## src/rtl/core/fbba_pkg.sv

```systemverilog
// ----------------------------------------------------------------------------
// fbba_pkg: shared types and constants of the free-block bitmap allocator
// Holds the map geometry, request codes, the command format passed from the
// front end to the back end, and helpers for the reset image and the search.
// ----------------------------------------------------------------------------
package fbba_pkg;

	localparam int MAP_BYTES       = 512;
	localparam int RESERVED_BLOCKS = 10;

	localparam int INDEX_W    = 12;
	localparam int INDEX_SPAN = 1 << INDEX_W;
	localparam int MAP_BLOCKS = MAP_BYTES * 8;
	localparam int LIVE_BLOCKS = (MAP_BLOCKS < INDEX_SPAN) ? MAP_BLOCKS : INDEX_SPAN;

	localparam int WORD_W = 64;
	localparam int COL_W  = $clog2(WORD_W);
	localparam int ROW_W  = INDEX_W - COL_W;
	localparam int ROWS   = 1 << ROW_W;

	localparam int MODE_W    = 2;
	localparam int IN_DATA_W  = 16;
	localparam int OUT_DATA_W = 16;

	localparam int Q_DEPTH = 2;
	localparam int Q_PTR_W = $clog2(Q_DEPTH);
	localparam int Q_CNT_W = $clog2(Q_DEPTH + 1);

	typedef enum logic [MODE_W-1:0] {
		MODE_FIND   = 2'd0,
		MODE_MARK   = 2'd1,
		MODE_UNMARK = 2'd2
	} mode_t;

	typedef enum logic [1:0] {
		CMD_FIND,
		CMD_WRITE,
		CMD_REPORT
	} cmd_kind_t;

	typedef struct packed {
		cmd_kind_t          kind;
		logic [INDEX_W-1:0] index;
		logic               set_free;
		logic               index_error;
	} cmd_t;

	typedef enum logic {
		BK_IDLE,
		BK_EXEC
	} back_state_t;

	function automatic logic [WORD_W-1:0] reset_word(input logic [ROW_W-1:0] row);
		logic [WORD_W-1:0] w;
		int                b;
		for (int k = 0; k < WORD_W; k++) begin
			b    = int'(row) * WORD_W + k;
			w[k] = (b >= RESERVED_BLOCKS) && (b < LIVE_BLOCKS);
		end
		return w;
	endfunction

	function automatic logic [ROWS-1:0] reset_summary();
		logic [ROWS-1:0] s;
		for (int r = 0; r < ROWS; r++) begin
			s[r] = |reset_word(ROW_W'(r));
		end
		return s;
	endfunction

	localparam logic [ROWS-1:0] RESET_SUMMARY = reset_summary();

	function automatic logic [COL_W-1:0] lowest_set64(input logic [WORD_W-1:0] w);
		logic [COL_W-1:0] r;
		r = '0;
		for (int i = WORD_W - 1; i >= 0; i--) begin
			if (w[i]) begin
				r = COL_W'(i);
			end
		end
		return r;
	endfunction

	function automatic logic [ROW_W-1:0] lowest_row(input logic [ROWS-1:0] s);
		logic [ROW_W-1:0] r;
		r = '0;
		for (int i = ROWS - 1; i >= 0; i--) begin
			if (s[i]) begin
				r = ROW_W'(i);
			end
		end
		return r;
	endfunction

endpackage

```

## src/rtl/core/fbba_queue.sv

```systemverilog
// ----------------------------------------------------------------------------
// fbba_queue: command queue
// A short first-in first-out buffer of classified commands between the front
// end and the back end.
// ----------------------------------------------------------------------------
module fbba_queue (
	input  logic           clk,
	input  logic           arst_n,
	input  logic           push_valid,
	output logic           push_ready,
	input  fbba_pkg::cmd_t push_cmd,
	output logic           pop_valid,
	input  logic           pop,
	output fbba_pkg::cmd_t pop_cmd
);
	import fbba_pkg::*;

	cmd_t               entry_q [Q_DEPTH];
	logic [Q_PTR_W-1:0] wr_ptr_q;
	logic [Q_PTR_W-1:0] rd_ptr_q;
	logic [Q_CNT_W-1:0] count_q;
	logic               do_push;
	logic               do_pop;

	assign push_ready = (count_q != Q_CNT_W'(Q_DEPTH));
	assign pop_valid  = (count_q != '0);
	assign pop_cmd    = entry_q[rd_ptr_q];
	assign do_push    = push_valid && push_ready;
	assign do_pop     = pop && pop_valid;

	always_ff @(posedge clk or negedge arst_n) begin
		if (!arst_n) begin
			wr_ptr_q <= '0;
			rd_ptr_q <= '0;
			count_q  <= '0;
		end else begin
			if (do_push) begin
				wr_ptr_q <= (wr_ptr_q == Q_PTR_W'(Q_DEPTH - 1)) ? '0 : wr_ptr_q + 1'b1;
			end
			if (do_pop) begin
				rd_ptr_q <= (rd_ptr_q == Q_PTR_W'(Q_DEPTH - 1)) ? '0 : rd_ptr_q + 1'b1;
			end
			if (do_push && !do_pop) begin
				count_q <= count_q + 1'b1;
			end else if (do_pop && !do_push) begin
				count_q <= count_q - 1'b1;
			end
		end
	end

	always_ff @(posedge clk) begin
		if (do_push) begin
			entry_q[wr_ptr_q] <= push_cmd;
		end
	end

endmodule

```

## config.mk

```make
export PLATFORM = sky130hd
export DESIGN_NAME = fbba_queue
export DESIGN_NICKNAME = d
export VERILOG_FILES = /design/src/rtl/core/fbba_pkg.sv /design/src/rtl/core/fbba_queue.sv
export SDC_FILE = /design/constraint.sdc
export NUM_CORES = 1
export LEC_CHECK = 0
export ABC_AREA = 1
export BUFFER_PORTS_ARGS = -buffer_cell sky130_fd_sc_hd__buf_4
export CAP_MARGIN = 5
export CORE_MARGIN = 2
export CORE_UTILIZATION = 50
export DETAILED_ROUTE_END_ITERATION = 8
export HOLD_SLACK_MARGIN = 0.15
export PLACE_DENSITY = 0.85
export SLEW_MARGIN = 20
export SYNTH_ARGS = -nofsm -noshare
export SYNTH_HDL_FRONTEND = slang
export SYNTH_SLANG_ARGS = --single-unit
```

## constraint.sdc

```tcl
create_clock -name clk -period 2.1 [get_ports clk]
set_input_delay 0.315 -clock clk [delete_from_list [all_inputs] [get_ports clk]]
set_output_delay 0.315 -clock clk [all_outputs]
set_load 0.05 [all_outputs]
```

# Yosys cells after proc, flatten, opt, wreduce, memory -nomap -nowiden

Memories as Yosys holds them, arrays and structs flattened.
Cells that the tools add are included.

Flip-flop bits (word level): 4
Latch bits: 0
RAM bits: 32
Memory bits (read-only): 0
Bits of input ports: 20
Output and inout bits: 18
Word-level logic and storage cells: 23
Memories kept: 1

Add/subtract/negate cells: 4
Multipliers: 0
Div/mod/pow operators: 0
Magnitude comparators: 0
Equal/unequal tests: 1
Shift operators: 0
Muxes and demuxes: 6
Bitwise gates (word level): 0
Reduce and logical (&&, ||, !) cells: 8

Memory list:

| name    | depth | width | read ports | clocked after Yosys merged registers in | wr ports | RTL line         | text |
|---|---|---|---|---|---|---|---|
| entry_q | 2     | 16    | 1          | 0                                       | 1        | fbba_queue.sv:18 | `cmd_t entry_q [Q_DEPTH];` |

Operators by type and width:

| operator                                                           | number |
|---|---|
| 1-bit logical AND                                                  | 4 |
| 1-bit two-way mux                                                  | 4 |
| 2-bit two-way mux                                                  | 2 |
| 2-bit nonzero test                                                 | 2 |
| 1-bit adder, second input constant                                 | 2 |
| 2-bit by 1-bit adder with 2-bit output, second input constant      | 1 |
| 1-bit zero test                                                    | 2 |
| 2-bit != test, second input constant                               | 1 |
| 2-bit by 1-bit subtractor with 2-bit output, second input constant | 1 |

# Logic depth before layout (Yosys ltp)

Gate-level depths: netlist of the first run.

Depth after elaboration: 6
Depth in mapped cells: 10

# Least setup slack after synthesis of the first run

Ideal clock, no wire load.

Kind: register to register
From: register count_q[0]
To: memory entry_q[0][0] in the netlist's numbering (enable)
Setup time: 0.388 ns
Arrival time: 1.391 ns
Required time: 1.712 ns
Slack: 0.320 ns
Cell stages (with the launch flop): 5
Path buffers: 0
Clock period less this slack: 1.780 ns
Path through: dfrtp_1 inv_2 nand2_4 nand2_4 nor2_1

Cells in the longest elaborated chain, start to end: 4

Ends and longest elaborated chain:

| item                                    | RTL line         | text |
|---|---|---|
| start: declaration                      | fbba_queue.sv:21 | `logic [Q_CNT_W-1:0] count_q;` |
| start signal: assignment                | fbba_queue.sv:44 | `count_q <= count_q + 1'b1;` |
| start signal: assignment                | fbba_queue.sv:46 | `count_q <= count_q - 1'b1;` |
| 2-bit != test                           | fbba_queue.sv:25 | `assign push_ready = (count_q != Q_CNT_W'(Q_DEPTH));` |
| named net push_ready                    | fbba_queue.sv:10 | `output logic push_ready,` |
| 1-bit logical AND                       | fbba_queue.sv:28 | `assign do_push = push_valid && push_ready;` |
| 1-bit two-way mux                       | fbba_queue.sv:52 | `if (do_push) begin` |
| 1-bit two-way mux (implied by the code) | fbba_queue.sv:53 | `entry_q[wr_ptr_q] <= push_cmd;` |
| end: declaration                        | fbba_queue.sv:18 |  |

The timed path passes the listed nets, and every way through them passes these cells.

==> metrics.txt, run 1 <==
Seq/Total Area, Yosys=73.48%; most frequent cell after synthesis=nand2_1; ys flop type=edfxtp_1; final wirelength=approximately 2500 um; gpl congestion=around 0.77; ANT nets after route=0; hold_sp=push_cmd[14]; Worst Reg2Reg Path Length in Cells=9; Post-synth EDFFs=32; Skew-Pair Late Insertion Delay=0.32 ns; Syn-to-layout area delta=26.69%; io pins=38; Worst Hold Path EP=entry_q[0][14]$_DFFE_PP_; Hold/Removal Path Class=in -> reg; Sink Count=36; Cells after Synth=112; total CTS buffers=5; crit-path max FO=18; maximum VDD drop=1.378 mV; DP Cell Count=180; Critical Path Start Type=register; post-synthesis cell type count=17; synth cell count leaders=nand2_1, edfxtp_1, nand2_2; Die X-Extent=57.74 um; CTS tree=built; slew margin rel.=53.88%; Post-DP HPWL=1837 um; Met2 Routed Length=approximately 1400 um; CP endpoint kind=primary output; Vert. Die Dim=57.74 um; placed cell areas=0.001743 sq mm; standby leakage power=between 0.8 and 0.9 nW; number of global-route vias before repair=928; overall power=between 3 and 4 mW; ys async rst share=between 10 and 15%; drt first-iter violations=26; max-cap viol count=0; outcome=finished clean; initial antenna violation count=0; Post-Route Skew=between 0.003 and 0.004 ns; Final Cycle Share=between 90% and 100%; pwr dens=between 1500 and 2000 mW/mm^2; ratio of cells with drive above 1 in the final layout=37.34%; synthesized area per cell=12.89 sq um; WL per Instance=between 10 and 15 um; critical path type=reg -> out; WHS=0.1721 ns; routed vias=932; Global Route Usage Sum=approximately 17%; post-layout instance area=0.001829 sq mm; Seq cells post-synth=36; clock root buffer=clkbuf_4; Core Box Area=roughly 0.0028 sq mm; Cell Area, Synth=around 0.0014 sq mm; ranking of synthesized cells by area=edfxtp_1, nand2_1, dfrtp_1, nand2_2, nand2_4; TNS Setup=0 ns; Max clock buf depth=2; Synth top area share=66.55%; H-tree lvl count=2; Reg clk slew, reported paths=0.11 ns; WP data arrival=between 1.5 and 2 ns; post-synth top area cell=edfxtp_1; Initial DRT Pass Iterations=4; ANT cells=0; fin cells=189; worst r2r dst=count_q[1]$_DFFE_PN0P_; unrepaired setup endpoints after global routing=no; Total Die Area=between 0.003 and 0.004 sq mm; IO buf count=37; first-pass GRT wire length=around 4100 um; top routing layer in use=met4; Final #Nets=between 150 and 200; min cycle time layout=1.927 ns; Synth Net Count=133; Critical Path RT=1.78 ns; Synth Warn #=0; Via density=4.931; residual DRC count=0; Crit Reg-Reg Startpoint=count_q[0]$_DFFE_PN0P_; Fin. Hold Viols=0; Worst Setup SP=rd_ptr_q$_DFFE_PN0P_; Hold Crit Depth=1; metal3 WL=142 um; worst-margin pin slew=0.6918 ns; Core Rows=19; r2r setup slk=between 0.6 and 0.7 ns; largest net degree at the start of global routing=19; Initial Utilization=52.36%; Fmax achieved=519.0 MHz; WL met1=961 um; gr ovfl total=0; endpoints failing setup=0; Pins Over Slew Limit=0
==> layer usage <==
layer / up-vias / GRT usage (%)
met5: - / 0
met4: 0 / 6.977
met3: 8 / 5.134
met2: 34 / 29.38
met1: 434 / 19.17
li1: 456 / -
==> final cells by class <==
class                      count  area, sq um
sequential                    36         1061
tap                           31        38.79
clock inverter                 2        35.03
fill                         198        928.4
timing repair buffer          41        310.3
multi-input combinational     66        309.0
clock buffer                   6        41.29
inverter                       7        33.78
==> where the power goes <==
group	total [mW]	leakage, nW	internal, mW	switching (mW)
sequential	1.11	0.345	0.985	0.124
clock	0.463	0.0422	0.250	0.213
combinational	1.51	0.435	0.436	1.08
==> logic make-up (layout without fill, tap and decap cells) <==
group,Yosys count,after routing,synth area share [%]
xor gates and xnor gates,2,2,1.734
DFF,36,36,73.48
and+or+nand+nor,63,63,18.80
buffers and inverters,10,56,5.112
adders and majority gates,1,1,0.8664
==> cells in the final DEF (no fill, tap or decap) <==
cell type	netlist	final
inv_1	4	4
nor2_1	2	2
clkbuf_1	0	1
clkinv_2	0	1
bufinv_16	0	1
buf_4	0	40
nand3_1	2	2
edfxtp_1	32	32
clkbuf_4	0	5
xor2_2	1	1
ha_1	1	1
inv_8	1	1
nand2_2	6	6
nand2_4	2	2
dlygate4sd3_1	0	1
nand2_1	50	50
dfrtp_1	4	4
xnor2_1	1	1
nand4_1	1	1
inv_2	2	2
==> critical path, cell delays in order (launching register included) <==
cell,delay [ns]
dfrtp_1,0.80
inv_8,0.14
nand2_1,0.10
nand2_1,0.06
buf_4,0.19
==> timing repair <==
item,CTS,global route
hold buffers,1,0
resized for setup,0,0
setup buffers,0,0
hold endpoints to repair,4,0
endpoints found under the setup margin,0,0
==> stage by stage <==
stage,utilization (%),setup slack (ns)
final,66.33,0.1732
after global routing,66.33,0.06226
after CTS,66.33,0.1492
after detailed placement,63.20,0.5126
after global placement,63.20,0.5588
after floorplan,-,0.3205
==> how the worst max path moves through the flow <==
stage	to	slack [ns]	cells after the start
floorplan	entry_q[0][0]$_DFFE_PP_	0.32	4
global placement	pop_cmd[7]	0.56	4
detailed placement	pop_cmd[5]	0.51	4
CTS	pop_cmd[5]	0.15	4
global route	pop_cmd[2]	0.06	4
finish	pop_cmd[5]	0.17	4
==> state kept, by name (all words and copies together) (netlist names) <==
signal    count
count_q       2
entry_q      32
rd_ptr_q      1
wr_ptr_q      1
(Power assumes the default switching activity.)
==> inputs of run 2 (changes only) <==
CELL_PAD_IN_SITES_DETAIL_PLACEMENT = 0   (was not set)
CELL_PAD_IN_SITES_GLOBAL_PLACEMENT = 1   (was not set)
CORE_UTILIZATION = 40   (was 50)
PLACE_DENSITY = 0.86   (was 0.85)
==> run 2 against run 1 <==
Power down 4.7%. Non-clock buffer count up 14. Clock power down 30%. Combinational power about the same. Sequential share of layout area down 3.9 points. Fmax down 0.34%. Routed wire length down 2.0%. Global-route usage down 3.6 points. Flip-flop and latch count unchanged. Die area up 23%. Clock skew about the same. Critical path type unchanged.
==> metrics.txt, run 2 (same netlist as run 1, synthesis figures left out) <==
final worst slack=0.1666 ns; TNS Setup=0 ns; placed cell areas=0.001754 sq mm; top routing layer in use=met4; Sequential Area=0.001061 sq mm; outcome=finished clean; metal3 WL=between 150 and 200 um; Initial Utilization=42.60%; Core Box Area=0.003390 sq mm; fin cells=217; most common cell after layout, fill and taps aside=nand2_1; maximum VDD drop=just over 0.7 mV; overall power=2.942 mW; Fin. Hold Viols=0; Core Rows=21; clock root buffer=clkbuf_4; Sink Count=36; crit-path max FO=18; io pins=38; slew margin rel.=54.85%; initial antenna violation count=0; pwr dens=about 1500 mW/mm^2; ANT nets after route=0; final wirelength=2488 um; number of global-route vias before repair=between 900 and 1000; Crit path largest cell delay=0.79 ns; max FFs per register=32; Via density=4.369; routed vias=948; Hold/Removal Path Class=in -> reg; Pins Over Slew Limit=0; WP data arrival=1.62 ns; Fmax achieved=517.2 MHz; worst-margin pin slew=0.6773 ns; residual DRC count=0; Final #Nets=192; Syn-to-layout area delta=35.79%; post-layout instance area=0.001961 sq mm; slowest CP cell=dfrtp_1; Critical Path Start Type=register; WL per Instance=between 10 and 15 um; unrepaired setup endpoints after global routing=no; WHS=around 0.18 ns; standby leakage power=around 0.87 nW; commonest cells after routing, fill and taps aside=nand2_1, buf_4, edfxtp_1; gpl congestion=0.6353; Post-Route Skew=~0.0039 ns; ANT cells=0; Post-DP HPWL=1690 um; CP Cell Sequence=inv_8 > nand2_1 > nand2_1 > buf_4; H-tree lvl count=2; Initial DRT Pass Iterations=4; crit-path most repeated cell=nand2_1; WL met1=1054 um; largest net degree at the start of global routing=19; CTS tree=built; Final Cycle Share=92.07%; Skew-Pair Late Insertion Delay=~0.33 ns; ratio of cells with drive above 1 in the final layout=33.33%; post-CTS resize count=0; Critical Path RT=1.78 ns; endpoints failing setup=0; Post-Route Utilization=57.84%; Fill cells=293; Total Die Area=roughly 0.0041 sq mm; register with the most flip-flops=entry_q; critical path type=reg -> out; IO buf count=37; drt first-iter violations=13; Vert. Die Dim=64.08 um; Top Registers=entry_q x32, count_q x2; min cycle time layout=roughly 1.9 ns; Max clock buf depth=2; Die X-Extent=roughly 64 um; Global Route Usage Sum=a little over an eighth; Met2 Routed Length=1225 um; gr ovfl total=0; max-cap viol count=0; pre-CTS setup slack=0.5185 ns; CP endpoint kind=primary output; DP Cell Count=194; Reg clk slew, reported paths=around 0.10 ns; Multi-input gate area=just over 300 sq um; total CTS buffers=5; first-pass GRT wire length=3981 um
-- run 2: cell count changes in the layout (fill, tap and decap cells not counted) --
cell	change
buf_4	-1
dlygate4sd3_1	+15
bufinv_16	-1
-- run 2: metal layers --
layer	vias up	global-route usage, %
met5	-	0
met3	2	6.866
li1	485	-
met4	0	4.891
met1	429	14.85
met2	32	21.22
-- run 2: worst max-delay path: cells and delay by family, from the launching register on --
family	cells	cell delay, ns
AND/OR/NAND/NOR	2	0.17
buffers and inverters	2	0.33
flip-flops	1	0.79
-- run 2: final cells by class --
| class | instances | area share, % |
|---|---|---|
| Clock buffer | 6 | 2.106 |
| Multi-Input combinational cell | 66 | 15.76 |
| Timing Repair Buffer | 55 | 23.10 |
| Inverter | 7 | 1.723 |
| Tap cell | 46 | 2.936 |
| Clock inverter | 1 | 0.2553 |
| Sequential cell | 36 | 54.12 |
-- run 2: path summary, 6_finish.rpt --
check / startpoint / endpoint / slack, ns / cells past startpoint
min: push_cmd[5] / entry_q[1][5]$_DFFE_PP_ / 0.18 / 1
max in group asynchronous: arst_n / rd_ptr_q$_DFFE_PN0P_ / 1.69 / 2
min reg2reg: count_q[0]$_DFFE_PN0P_ / count_q[0]$_DFFE_PN0P_ / 0.52 / 1
max: rd_ptr_q$_DFFE_PN0P_ / pop_cmd[3] / 0.17 / 4
max reg2reg: count_q[0]$_DFFE_PN0P_ / count_q[1]$_DFFE_PN0P_ / 0.70 / 9
min in group asynchronous: arst_n / count_q[1]$_DFFE_PN0P_ / 0.31 / 2
-- run 2: what timing repair did --
item,4_1_cts,5_1_grt
hold endpoints to repair,12,20
buffers inserted,0,0
hold buffers,6,10
-- run 2: report_power, final --
part / internal [mW] / total, mW / switching (mW) / leakage (nW)
logic: 0.446 / 1.51 / 1.06 / 0.493
clock network: 0.123 / 0.326 / 0.203 / 0.0281
registers: 0.986 / 1.10 / 0.119 / 0.345
