## config.mk

```make
export PLATFORM = sky130hd
export DESIGN_NAME = fbba_front
export DESIGN_NICKNAME = d
export VERILOG_FILES = /design/src/rtl/core/fbba_pkg.sv /design/src/rtl/core/fbba_front.sv
export SDC_FILE = /design/constraint.sdc
export NUM_CORES = 1
export LEC_CHECK = 0
export BUFFER_PORTS_ARGS = -buffer_cell sky130_fd_sc_hd__clkbuf_2
export CAP_MARGIN = 20
export CORE_UTILIZATION = 41
export DETAILED_ROUTE_END_ITERATION = 6
export PLACE_DENSITY = 0.75
export SLEW_MARGIN = 20
export SYNTH_ARGS = -nofsm -noshare
export SYNTH_HDL_FRONTEND = slang
export SYNTH_SLANG_ARGS = --single-unit
```

## constraint.sdc

```tcl
create_clock -name clk -period 1.6 [get_ports clk]
set_clock_uncertainty 0.2 [all_clocks]
set_input_delay 0 -clock clk [delete_from_list [all_inputs] [get_ports clk]]
set_output_delay 0 -clock clk [all_outputs]
set_load 0.01 [all_outputs]
```

## src/rtl/core/fbba_pkg.sv

```systemverilog
// ----------------------------------------------------------------------------
// fbba_pkg: shared types and constants of the free-block bitmap allocator
// Holds the map geometry, request codes, the command format passed from the
// front end to the back end, and helpers for the reset image and the search.
// ----------------------------------------------------------------------------
package fbba_pkg;

	localparam int MAP_BYTES       = 512;
	localparam int RESERVED_BLOCKS = 10;

	localparam int INDEX_W    = 12;
	localparam int INDEX_SPAN = 1 << INDEX_W;
	localparam int MAP_BLOCKS = MAP_BYTES * 8;
	localparam int LIVE_BLOCKS = (MAP_BLOCKS < INDEX_SPAN) ? MAP_BLOCKS : INDEX_SPAN;

	localparam int WORD_W = 64;
	localparam int COL_W  = $clog2(WORD_W);
	localparam int ROW_W  = INDEX_W - COL_W;
	localparam int ROWS   = 1 << ROW_W;

	localparam int MODE_W    = 2;
	localparam int IN_DATA_W  = 16;
	localparam int OUT_DATA_W = 16;

	localparam int Q_DEPTH = 2;
	localparam int Q_PTR_W = $clog2(Q_DEPTH);
	localparam int Q_CNT_W = $clog2(Q_DEPTH + 1);

	typedef enum logic [MODE_W-1:0] {
		MODE_FIND   = 2'd0,
		MODE_MARK   = 2'd1,
		MODE_UNMARK = 2'd2
	} mode_t;

	typedef enum logic [1:0] {
		CMD_FIND,
		CMD_WRITE,
		CMD_REPORT
	} cmd_kind_t;

	typedef struct packed {
		cmd_kind_t          kind;
		logic [INDEX_W-1:0] index;
		logic               set_free;
		logic               index_error;
	} cmd_t;

	typedef enum logic {
		BK_IDLE,
		BK_EXEC
	} back_state_t;

	function automatic logic [WORD_W-1:0] reset_word(input logic [ROW_W-1:0] row);
		logic [WORD_W-1:0] w;
		int                b;
		for (int k = 0; k < WORD_W; k++) begin
			b    = int'(row) * WORD_W + k;
			w[k] = (b >= RESERVED_BLOCKS) && (b < LIVE_BLOCKS);
		end
		return w;
	endfunction

	function automatic logic [ROWS-1:0] reset_summary();
		logic [ROWS-1:0] s;
		for (int r = 0; r < ROWS; r++) begin
			s[r] = |reset_word(ROW_W'(r));
		end
		return s;
	endfunction

	localparam logic [ROWS-1:0] RESET_SUMMARY = reset_summary();

	function automatic logic [COL_W-1:0] lowest_set64(input logic [WORD_W-1:0] w);
		logic [COL_W-1:0] r;
		r = '0;
		for (int i = WORD_W - 1; i >= 0; i--) begin
			if (w[i]) begin
				r = COL_W'(i);
			end
		end
		return r;
	endfunction

	function automatic logic [ROW_W-1:0] lowest_row(input logic [ROWS-1:0] s);
		logic [ROW_W-1:0] r;
		r = '0;
		for (int i = ROWS - 1; i >= 0; i--) begin
			if (s[i]) begin
				r = ROW_W'(i);
			end
		end
		return r;
	endfunction

endpackage

```

## src/rtl/core/fbba_front.sv

```systemverilog
// ----------------------------------------------------------------------------
// fbba_front: request intake and classification
// Takes requests from the input stream, checks the index against the map and
// holds one classified command until the command queue takes it.
// ----------------------------------------------------------------------------
module fbba_front (
	input  logic                           clk,
	input  logic                           arst_n,
	input  logic                           in_valid,
	output logic                           in_ready,
	input  logic [fbba_pkg::IN_DATA_W-1:0] in_data,
	output logic                           push_valid,
	input  logic                           push_ready,
	output fbba_pkg::cmd_t                 push_cmd
);
	import fbba_pkg::*;

	logic                cmd_valid_q;
	cmd_t                cmd_q;
	cmd_t                cmd_d;
	logic [MODE_W-1:0]   mode;
	logic [INDEX_W-1:0]  index;
	logic                out_of_map;

	assign mode       = in_data[MODE_W-1:0];
	assign index      = in_data[MODE_W +: INDEX_W];
	assign out_of_map = (32'(index) >= LIVE_BLOCKS);

	always_comb begin
		cmd_d.kind        = CMD_REPORT;
		cmd_d.index       = '0;
		cmd_d.set_free    = 1'b0;
		cmd_d.index_error = 1'b0;
		unique case (mode_t'(mode)) inside
			MODE_FIND: begin
				cmd_d.kind = CMD_FIND;
			end
			MODE_MARK, MODE_UNMARK: begin
				cmd_d.index       = index;
				cmd_d.set_free    = (mode_t'(mode) == MODE_UNMARK);
				cmd_d.index_error = out_of_map;
				cmd_d.kind        = out_of_map ? CMD_REPORT : CMD_WRITE;
			end
			default: begin
				cmd_d.kind = CMD_REPORT;
			end
		endcase
	end

	assign in_ready   = !cmd_valid_q || push_ready;
	assign push_valid = cmd_valid_q;
	assign push_cmd   = cmd_q;

	always_ff @(posedge clk or negedge arst_n) begin
		if (!arst_n) begin
			cmd_valid_q <= 1'b0;
		end else if (in_valid && in_ready) begin
			cmd_valid_q <= 1'b1;
		end else if (push_ready) begin
			cmd_valid_q <= 1'b0;
		end
	end

	always_ff @(posedge clk) begin
		if (in_valid && in_ready) begin
			cmd_q <= cmd_d;
		end
	end

endmodule

```

## Word-level counts from Yosys, hierarchy flattened

Cells that the tools add are included.

| operators by class | value |
|---|---|
| add/sub/neg operators | 0 |
| multipliers | 0 |
| divide/modulo/power cells | 0 |
| order comparisons | 0 |
| equality and inequality tests | 2 |
| shifts and indexed selects | 0 |
| multiplexer cells | 3 |
| bitwise gates (word level) | 0 |
| reduce and logical (&&, ||, !) cells | 6 |

Operators by type and width:

| kind | count |
|---|---|
| $pmux 2 s2 | 1 |
| $eq 2x1->1 const B | 1 |
| $eq 2x2->1 const B | 1 |
| $logic_not 2->1 | 1 |
| $mux 1 | 2 |
| $reduce_bool 2->1 | 1 |
| $reduce_or 2->1 | 1 |
| $logic_and 1x1->1 | 1 |
| $logic_not 1->1 | 1 |
| $logic_or 1x1->1 | 1 |

| storage, ports and cells | value |
|---|---|
| bits in registers | 17 |
| bits in latches | 0 |
| RAM bits | 0 |
| memory bits (read-only) | 0 |
| output and inout bits | 18 |
| memories | 0 |

## Longest topological paths before layout

Gate-level depths: netlist of run 1.

| depth | value |
|---|---|
| depth in word-level cells | 4 |
| gate-level depth with buffers | 4 |
| depth with buffers taken out | 3 |

## Worst setup path before layout of run 1

Ideal clock, no wire load.

| path | value |
|---|---|
| path kind | reg2reg |
| start | register cmd_valid_q, in the netlist push_valid |
| end | register cmd_q, in the netlist push_cmd[10], enable pin |
| setup time | 0.372 ns |
| arrival | 0.959 ns |
| path slack | 0.069 ns |
| stages on the path, launching flop included | 3 |
| path buffers | 0 |
| cells stage by stage | dfrtp_1 > nand2b_4 > and2_1 |

| between the ends | value |
|---|---|
| cells in the longest elaborated chain, start to end | 3 |

RTL lines:

| what | line | RTL |
|---|---|---|
| from (decl) | fbba_front.sv:18 | `logic cmd_valid_q;` |
| from (signal assigned) | fbba_front.sv:56 | `cmd_valid_q <= 1'b0;` |
| from (signal assigned) | fbba_front.sv:58 | `cmd_valid_q <= 1'b1;` |
| from (signal assigned) | fbba_front.sv:60 | `cmd_valid_q <= 1'b0;` |
| $logic_not 1->1 | fbba_front.sv:50 | `assign in_ready = !cmd_valid_q \|\| push_ready;` |
| $logic_or 1x1->1 | fbba_front.sv:50 |  |
| via in_ready | fbba_front.sv:10 | `output logic in_ready,` |
| $logic_and 1x1->1 | fbba_front.sv:65 | `if (in_valid && in_ready) begin` |
| to (signal assigned) | fbba_front.sv:66 | `cmd_q <= cmd_d;` |
| to (decl) | fbba_front.sv:19 | `cmd_t cmd_q;` |

The timed path passes the listed nets, and every way through them passes these cells.
A chain may end at the register's enable or synchronous reset.

## Worst setup path in the final report of run 1

| path | value |
|---|---|
| start | input port in_data[5] in the netlist's numbering |
| end | register cmd_q, in the netlist push_cmd[5] (data pin) |

RTL lines:

| what | line | RTL |
|---|---|---|
| from (decl) | fbba_front.sv:11 | `input logic [fbba_pkg::IN_DATA_W-1:0] in_data,` |

No word-level cell between the ends.

==> results of run 1 <==
==> registers in the layout, summed over array words and instances, names as in the netlist <==
register and cells:
push_cmd 15, push_valid 1
==> layout make-up <==
type / instances / area share
clock buffers: 4 / 0.0337
inverters: 2 / 0.00697
multi-input cells: 19 / 0.151
flip-flops and latches: 16 / 0.441
well taps: 16 / 0.0186
repair buffers: 55 / 0.348
==> cells in the mapped netlist <==
cell type	instances	area (um^2)
nand2b_4	1	13.8
edfxtp_1	15	450
buf_4	1	7.51
inv_1	1	3.75
nand2b_1	1	6.26
nor2b_2	9	78.8
and2b_1	3	22.5
dfrtp_1	1	25.0
inv_2	1	3.75
nor2b_1	1	6.26
ha_1	2	25.0
buf_6	1	11.3
and2_1	1	6.26
conb_1	1	3.75
==> placed cells by master, fill, tap and decap left out, drive strengths merged <==
cell,instances
edfxtp,15
clkbuf,38
conb,1
nand2b,2
inv,2
ha,2
buf,2
nor2b,10
and2,1
and2b,3
dfrtp,1
dlygate4sd3,19
==> worst max-delay path, delay by kind of cell <==
family | cells | cell delay, ns
simple gates | 1 | 0.11
buf+inv | 3 | 1.18
==> metal layers <==
metal | vias up | wire [um]
li1 | 241 | -
met1 | 211 | 423
met3 | 4 | 62
met5 | - | 0
met2 | 23 | 718
met4 | 0 | 64
==> kinds of logic (layout without fill, tap and decap cells) <==
family                     Yosys count  count (layout)  share of synthesized area
DFF                                 16              16                      0.716
other                                1               1                    0.00564
adders and majority gates            2               2                     0.0377
and+or+nand+nor                     16              16                      0.202
buffers and inverters                4              61                     0.0395
==> metrics by stage <==
stage	instances	power, uW	util	hold slack [ns]	worst slack [ns]
6_report	112	926	0.715	0.112	0.156
5_1_grt	112	970	0.715	0.134	0.141
4_1_cts	112	936	0.715	0.112	0.180
3_5_place_dp	89	634	0.565	-0.422	0.271
3_3_place_gp	89	630	0.565	-0.425	0.295
2_1_floorplan	39	581	-	-0.496	0.0689
==> final timing paths <==
check                            from           end  slack [ns]
max reg2reg                push_valid    push_valid        0.19
min reg2reg                push_valid  push_cmd[13]        0.79
max in group asynchronous      arst_n    push_valid        0.71
min in group asynchronous      arst_n    push_valid        0.39
max                        in_data[5]   push_cmd[5]        0.16
min                        push_ready      in_ready        0.11
==> report_power, final <==
group / internal (uW) / switching (uW)
clock: 139 / 125
sequential: 492 / 7.95
combinational: 91.9 / 69.4
total: 723 / 203
==> flow_summary.json, run 1 <==
{
  "setup_violations": 0,
  "antenna_cells": 0,
  "grtUsageMet2": 0.295,
  "slew_viol_final": 0,
  "clkTransAtPathRegs_ns": 0.09,
  "cp_slowest_stage_delay_ns": 0.55,
  "drt-initial-drc-count": 6,
  "syn_inst": 39,
  "seq_area_um2": 475,
  "min_path_cells": 3,
  "grt_use_total": 0.162,
  "place_area_um2": 851,
  "grt.met1_usage": 0.136,
  "ys_warn_count": 0,
  "routed_wl_um": 1270,
  "tritoncts": "done",
  "synth_nets": 61,
  "outcome": "complete, no violations",
  "setup_tns_ns": 0,
  "fillers": 122,
  "fin_crit_ns": 1.44,
  "cp-start-kind": "input port",
  "wl_per_cell_um": 11.3,
  "num_rows": 14,
  "peakVddDrop_mv": 0.553,
  "globalRoute.totalOverflow": 0,
  "num_vias": 479,
  "numClockSinks": 16,
  "gp_congestion": 0.648,
  "cts_buffers": 3,
  "cts.htree.levels": 1,
  "dieArea_um2": 1790,
  "drive_gt1_frac": 0.531,
  "hold_viol": 0,
  "critPathKind": "input port to register",
  "p_per_area_nw_per_um2": 859,
  "viasPerCell": 4.28,
  "initial_core_util": 0.441,
  "max_freq_mhz": 692,
  "antenna_left": 0,
  "slowest_stage": "dlygate4sd3_1",
  "min_period_over_period": 0.903,
  "multi_input_area_um2": 163,
  "synth-seq-area-share": 0.716,
  "rsz0062_at_grt": "no",
  "cts_resized": 0,
  "grt_pass1_vias": 481,
  "mappedNetlistArea_um2": 664,
  "grt_max_degree": 16,
  "areaGrowthSynthToFinish_pct": 62.1,
  "synth_seq_cells": 16,
  "r2r_cells": 3,
  "drc": 0,
  "timing.critical_path.required_ns": 1.44,
  "crit_chain": "dlygate4sd3_1, clkbuf_2, nor2b_1, dlygate4sd3_1",
  "die_w_um": 42.3,
  "place_hpwl_um": 732,
  "io_pins": 38,
  "layout.nets": 119,
  "path_max_fanout": 1,
  "worstPathArrival_ns": 1.29,
  "power_leakage_uw": 0.000502,
  "io_buffers": 34,
  "grtUsageMet3": 0.0302,
  "hold_class": "input port to output port",
  "critPathCaptureType": "register",
  "synth_area_per_cell_um2": 17.0,
  "dr.pass1.iters": 4,
  "antenna_found_initial": 0,
  "die_h_um": 42.3,
  "cts_root_buffer": "clkbuf_4",
  "grt_first_pass_wirelength_um": 1910,
  "clk_latency_ns": 0.29,
  "grt.busiest_layer": "met2",
  "hold_buffers": 19,
  "clockBufferDepth": 2,
  "ys_types": 14,
  "cts_setup_buffers": 0,
  "design_area_um2": 1080,
  "coreArea_um2": 1510,
  "cap_viol_max_count": 0,
  "crit_top_cell": "dlygate4sd3_1"
}
Power figures use the tool's default switching activity.
==> run 2: changes to the inputs <==
- GPL_TIMING_DRIVEN: not set -> 0
- REMOVE_ABC_BUFFERS: not set -> 1
==> flow_summary.json, run 2 (same netlist as run 1, synthesis figures left out) <==
{
  "wl_per_cell_um": 10.3,
  "viasPerCell": 4.31,
  "coreArea_um2": 1510,
  "peakVddDrop_mv": 0.423,
  "antenna_cells": 0,
  "areaGrowthSynthToFinish_pct": 57.1,
  "io_buffers": 34,
  "die_w_um": 42.3,
  "setup_tns_ns": 0,
  "critPathKind": "register to register",
  "layout.nets": 116,
  "min_period_over_period": 0.870,
  "dr.pass1.iters": 2,
  "place_hpwl_um": 677,
  "worstPathArrival_ns": 1.35,
  "io_pins": 38,
  "setup_violations": 0,
  "fin_crit_ns": 1.39,
  "grt_use_total": 0.148,
  "num_rows": 14,
  "largest_register_ffs": 15,
  "tritoncts": "done",
  "num_vias": 470,
  "slew_viol_final": 0,
  "numClockSinks": 16,
  "cts_buffers": 3,
  "slew-limit-headroom": 0.615,
  "rsz0062_at_grt": "no",
  "drc": 0,
  "grt_pass1_vias": 497,
  "cp-start-kind": "register",
  "die_h_um": 42.3,
  "max_freq_mhz": 718,
  "clkTransAtPathRegs_ns": 0.08,
  "outcome": "complete, no violations",
  "drive_gt1_frac": 0.527,
  "clockBufferDepth": 2,
  "fillers": 115,
  "power_leakage_uw": 0.000481,
  "clk_latency_ns": 0.27,
  "cap_viol_max_count": 0,
  "cts_setup_buffers": 0,
  "timing.critical_path.required_ns": 1.56,
  "layout_commonest_cell": "clkbuf_2",
  "fin_cells": 109,
  "drt-initial-drc-count": 3,
  "initial_core_util": 0.441,
  "final_cell_mix": "clkbuf_2, dlygate4sd3_1, edfxtp_1, nor2b_2",
  "antenna_left": 0,
  "grt_max_degree": 16,
  "cts.htree.levels": 1,
  "critPathCaptureType": "register",
  "p_per_area_nw_per_um2": 831,
  "hold_class": "input port to output port",
  "cts_root_buffer": "clkbuf_4",
  "max_slew.worst_pin.slew_ns": 0.577,
  "grt_first_pass_wirelength_um": 1960,
  "hold_viol": 0,
  "dieArea_um2": 1790,
  "power_uw": 867,
  "routed_wl_um": 1130,
  "globalRoute.totalOverflow": 0,
  "path_max_fanout": 3,
  "antenna_found_initial": 0,
  "gp_congestion": 0.599,
  "dp_cells": 87
}
[run 2: path summary, 6_finish.rpt]
kind	startpoint	cells past startpoint	endpoint	slack, ns
setup / recovery	push_valid	3	push_valid	0.21
hold / removal	push_ready	3	in_ready	0.10
setup reg to reg	push_valid	3	push_valid	0.21
hold reg to reg	push_valid	2	push_cmd[3]	0.76
max in group asynchronous	arst_n	3	push_valid	0.74
min in group asynchronous	arst_n	3	push_valid	0.36
[run 2: stage by stage]
step	setup WS (ns)	utilization	area [um^2]	hold WS, ns
floorplan	0.0689	-	646	-0.496
global placement	0.00216	0.555	836	-0.421
detailed placement	-0.0246	0.555	836	-0.421
CTS	0.197	0.693	1040	0.107
global route	0.165	0.693	1040	0.120
finish	0.208	0.693	1040	0.103
[run 2: worst max-delay path, stage by stage, from the launching register on]
cell and delay [ns]:
dfrtp_1 0.41, nand2b_4 0.08, nand2b_1 0.05, dlygate4sd3_1 0.54
[run 2: timing repair]
| item | CTS | global route |
|---|---|---|
| resized for setup | 1 | 0 |
| endpoints found under the hold margin | 16 | 0 |
| endpoints found under the setup margin | 15 | 0 |
| hold buffers | 18 | 0 |
[run 2: layer usage]
metal | GRT usage | vias up | share of wire
met5 | 0 | - | 0
met3 | 0.0259 | 0 | 0.051
met2 | 0.298 | 20 | 0.58
met1 | 0.152 | 213 | 0.37
met4 | 0.0375 | 0 | 0
li1 | - | 237 | -
[run 2: area by class of cell]
type                       count  area, um^2  area share
sequential                    16         475       0.456
multi-input combinational     19         164       0.157
tap                           16        20.0      0.0192
inverter                       2        7.51     0.00719
timing repair buffer          52         350       0.336
clock buffer                   4        26.3      0.0252
[run 2: where the power goes]
part	switching [uW]	internal [uW]
registers	7.76	492
clock network	118	96.4
logic	67.4	85.7
total	193	674
==> run 3: changes to the inputs <==
- ABC_AREA: not set -> 1
- CTS_CLUSTER_SIZE: not set -> 12
- PLACE_DENSITY: 0.75 -> 0.76
==> flow_summary.json, run 3 <==
{
  "fin_crit_ns": 1.53,
  "final_cell_mix": "clkbuf_2, dlygate4sd3_1, inv_1, edfxtp_1, nor2_1",
  "cts.htree.levels": 1,
  "coreArea_um2": 1380,
  "slew_viol_final": 0,
  "place_hpwl_um": 771,
  "min_period_over_period": 0.957,
  "synth_edf_count": 15,
  "crit_end": "push_cmd[15]",
  "synth.largest_area_cell": "edfxtp_1",
  "antenna_found_initial": 0,
  "drt-initial-drc-count": 9,
  "die_h_um": 41.8,
  "cap_viol_max_count": 0,
  "drc": 0,
  "hold_viol": 0,
  "synth_seq_cells": 16,
  "cp_num_cells": 4,
  "path_max_fanout": 2,
  "setup_violations": 0,
  "synthFlopType": "edfxtp_1",
  "worst-path-buf-inv": 3,
  "rsz0062_at_grt": "no",
  "hold-worst-slack_ns": 0.0511,
  "r2r_slack_ns": 0.09,
  "io_buffers": 34,
  "num_vias": 545,
  "postSynth.asyncResetShare": 0.0625,
  "synth-seq-area-share": 0.734,
  "cp_slowest_stage_delay_ns": 0.55,
  "drive_gt1_frac": 0.349,
  "grt_first_pass_wirelength_um": 2500,
  "crit_chain": "dlygate4sd3_1, clkbuf_2, ha_1, dlygate4sd3_1",
  "critPathTopFamily": "buffers and inverters",
  "hold_class": "input port to register",
  "grt.busiest_layer": "met2",
  "cp-start-kind": "input port",
  "power_uw": 879,
  "antenna_cells": 0,
  "ys_warn_count": 0,
  "grt_use_total": 0.198,
  "slowest_stage": "dlygate4sd3_1",
  "gp_congestion": 0.623,
  "layout_commonest_cell": "clkbuf_2",
  "routed_wl_um": 1550,
  "cts_root_buffer": "clkbuf_4",
  "initial_core_util": 0.469,
  "grtUsageMet3": 0.0652,
  "num_rows": 13,
  "fillers": 87,
  "synthTopCellsByArea": "edfxtp_1, inv_1, nor2_1",
  "dieArea_um2": 1740,
  "globalRoute.totalOverflow": 0,
  "cts_buffers": 3,
  "clockBufferDepth": 2,
  "largest_register_ffs": 15,
  "ys_types": 10,
  "layout.nets": 132,
  "cts_setup_buffers": 0,
  "io_pins": 38,
  "synthTopCellsByCount": "inv_1, edfxtp_1, nor2_1, ha_1, nand2_1",
  "seq_area_um2": 475,
  "synth_area_per_cell_um2": 12.0,
  "crit_top_cell": "dlygate4sd3_1",
  "p_per_area_nw_per_um2": 840,
  "startpoint": "in_data[0]",
  "grt.met1_usage": 0.231,
  "numClockSinks": 16,
  "clk_latency_ns": 0.28,
  "syn_inst": 54,
  "synth.top_cell.area_share": 0.695,
  "r2r_cells": 3,
  "viasPerCell": 4.40,
  "tritoncts": "done",
  "power_leakage_uw": 0.000536,
  "max_freq_mhz": 653,
  "clkTransAtPathRegs_ns": 0.10,
  "synth.most_common_cell": "inv_1",
  "worstPathArrival_ns": 1.38,
  "grtUsageMet2": 0.325,
  "multi_input_area_um2": 101,
  "mappedNetlistArea_um2": 648,
  "areaGrowthSynthToFinish_pct": 61.4,
  "peakVddDrop_mv": 0.518,
  "critPathCaptureType": "register",
  "setup_tns_ns": 0,
  "grt_pass1_vias": 536,
  "timing.critical_path.required_ns": 1.45,
  "antenna_left": 0,
  "die_w_um": 41.8,
  "outcome": "complete, no violations",
  "utilization": 0.757,
  "r2r-end": "push_valid",
  "critPathKind": "input port to register",
  "dr.pass1.iters": 4,
  "grt_max_degree": 16,
  "reg2reg_from": "push_valid",
  "wl_per_cell_um": 12.5
}
[run 3: cells by family after synthesis]
kind of cell,synth area share
flops,0.734
buf+inv,0.127
simple gates,0.0869
compound gates,0.00771
other cells,0.00579
fa+ha+maj,0.0386
[run 3: stage by stage]
stage	instances	cell area [um^2]	setup slack, ns
after floorplan	52	629	-0.219
after global placement	101	818	-0.381
after detailed placement	101	822	-0.0187
after CTS	124	1050	0.0877
after global routing	124	1050	0.0322
final	124	1050	0.0688
[run 3: per-layer routing]
layer  vias up  wire length [um]
met1       246               618
met3         6               118
li1        267                 -
met5         -                 0
met4         0                24
met2        26               792
[run 3: worst register-to-register path, stage by stage (launching register included)]
cell           delay [ns]
dfrtp_1              0.46
nand2_1              0.14
nand2_1              0.06
dlygate4sd3_1        0.55
[run 3: how the worst min path moves through the flow]
stage | startpoint | end | slack, ns | depth (start not counted)
final | push_ready | push_cmd[11] | 0.05 | 3
after global routing | push_ready | push_cmd[11] | 0.06 | 3
after CTS | push_ready | push_cmd[12] | 0.01 | 3
after detailed placement | arst_n | push_valid | -0.42 | 1
after global placement | arst_n | push_valid | -0.43 | 1
after floorplan | arst_n | push_valid | -0.50 | 0
[run 3: timing repair]
action,4_1_cts,5_1_grt
hold buffers,19,0
endpoints found under the hold margin,22,0
setup endpoints to repair,15,0
resized for setup,1,0
[run 3: layout make-up]
type,count,area share
multi-input combinational,19,0.0969
clock buffer,3,0.0215
tap,15,0.0179
inverter,17,0.0610
clock inverter,1,0.00359
timing repair buffer,53,0.344
sequential,16,0.455
[run 3: where the power goes]
| group | internal (uW) | switching [uW] | leakage [uW] |
|---|---|---|---|
| Combinational | 77.1 | 77.4 | 0.000363 |
| Clock | 90.7 | 132 | 0.0000154 |
| Sequential | 492 | 9.45 | 0.000158 |
| Total | 660 | 219 | 0.000536 |
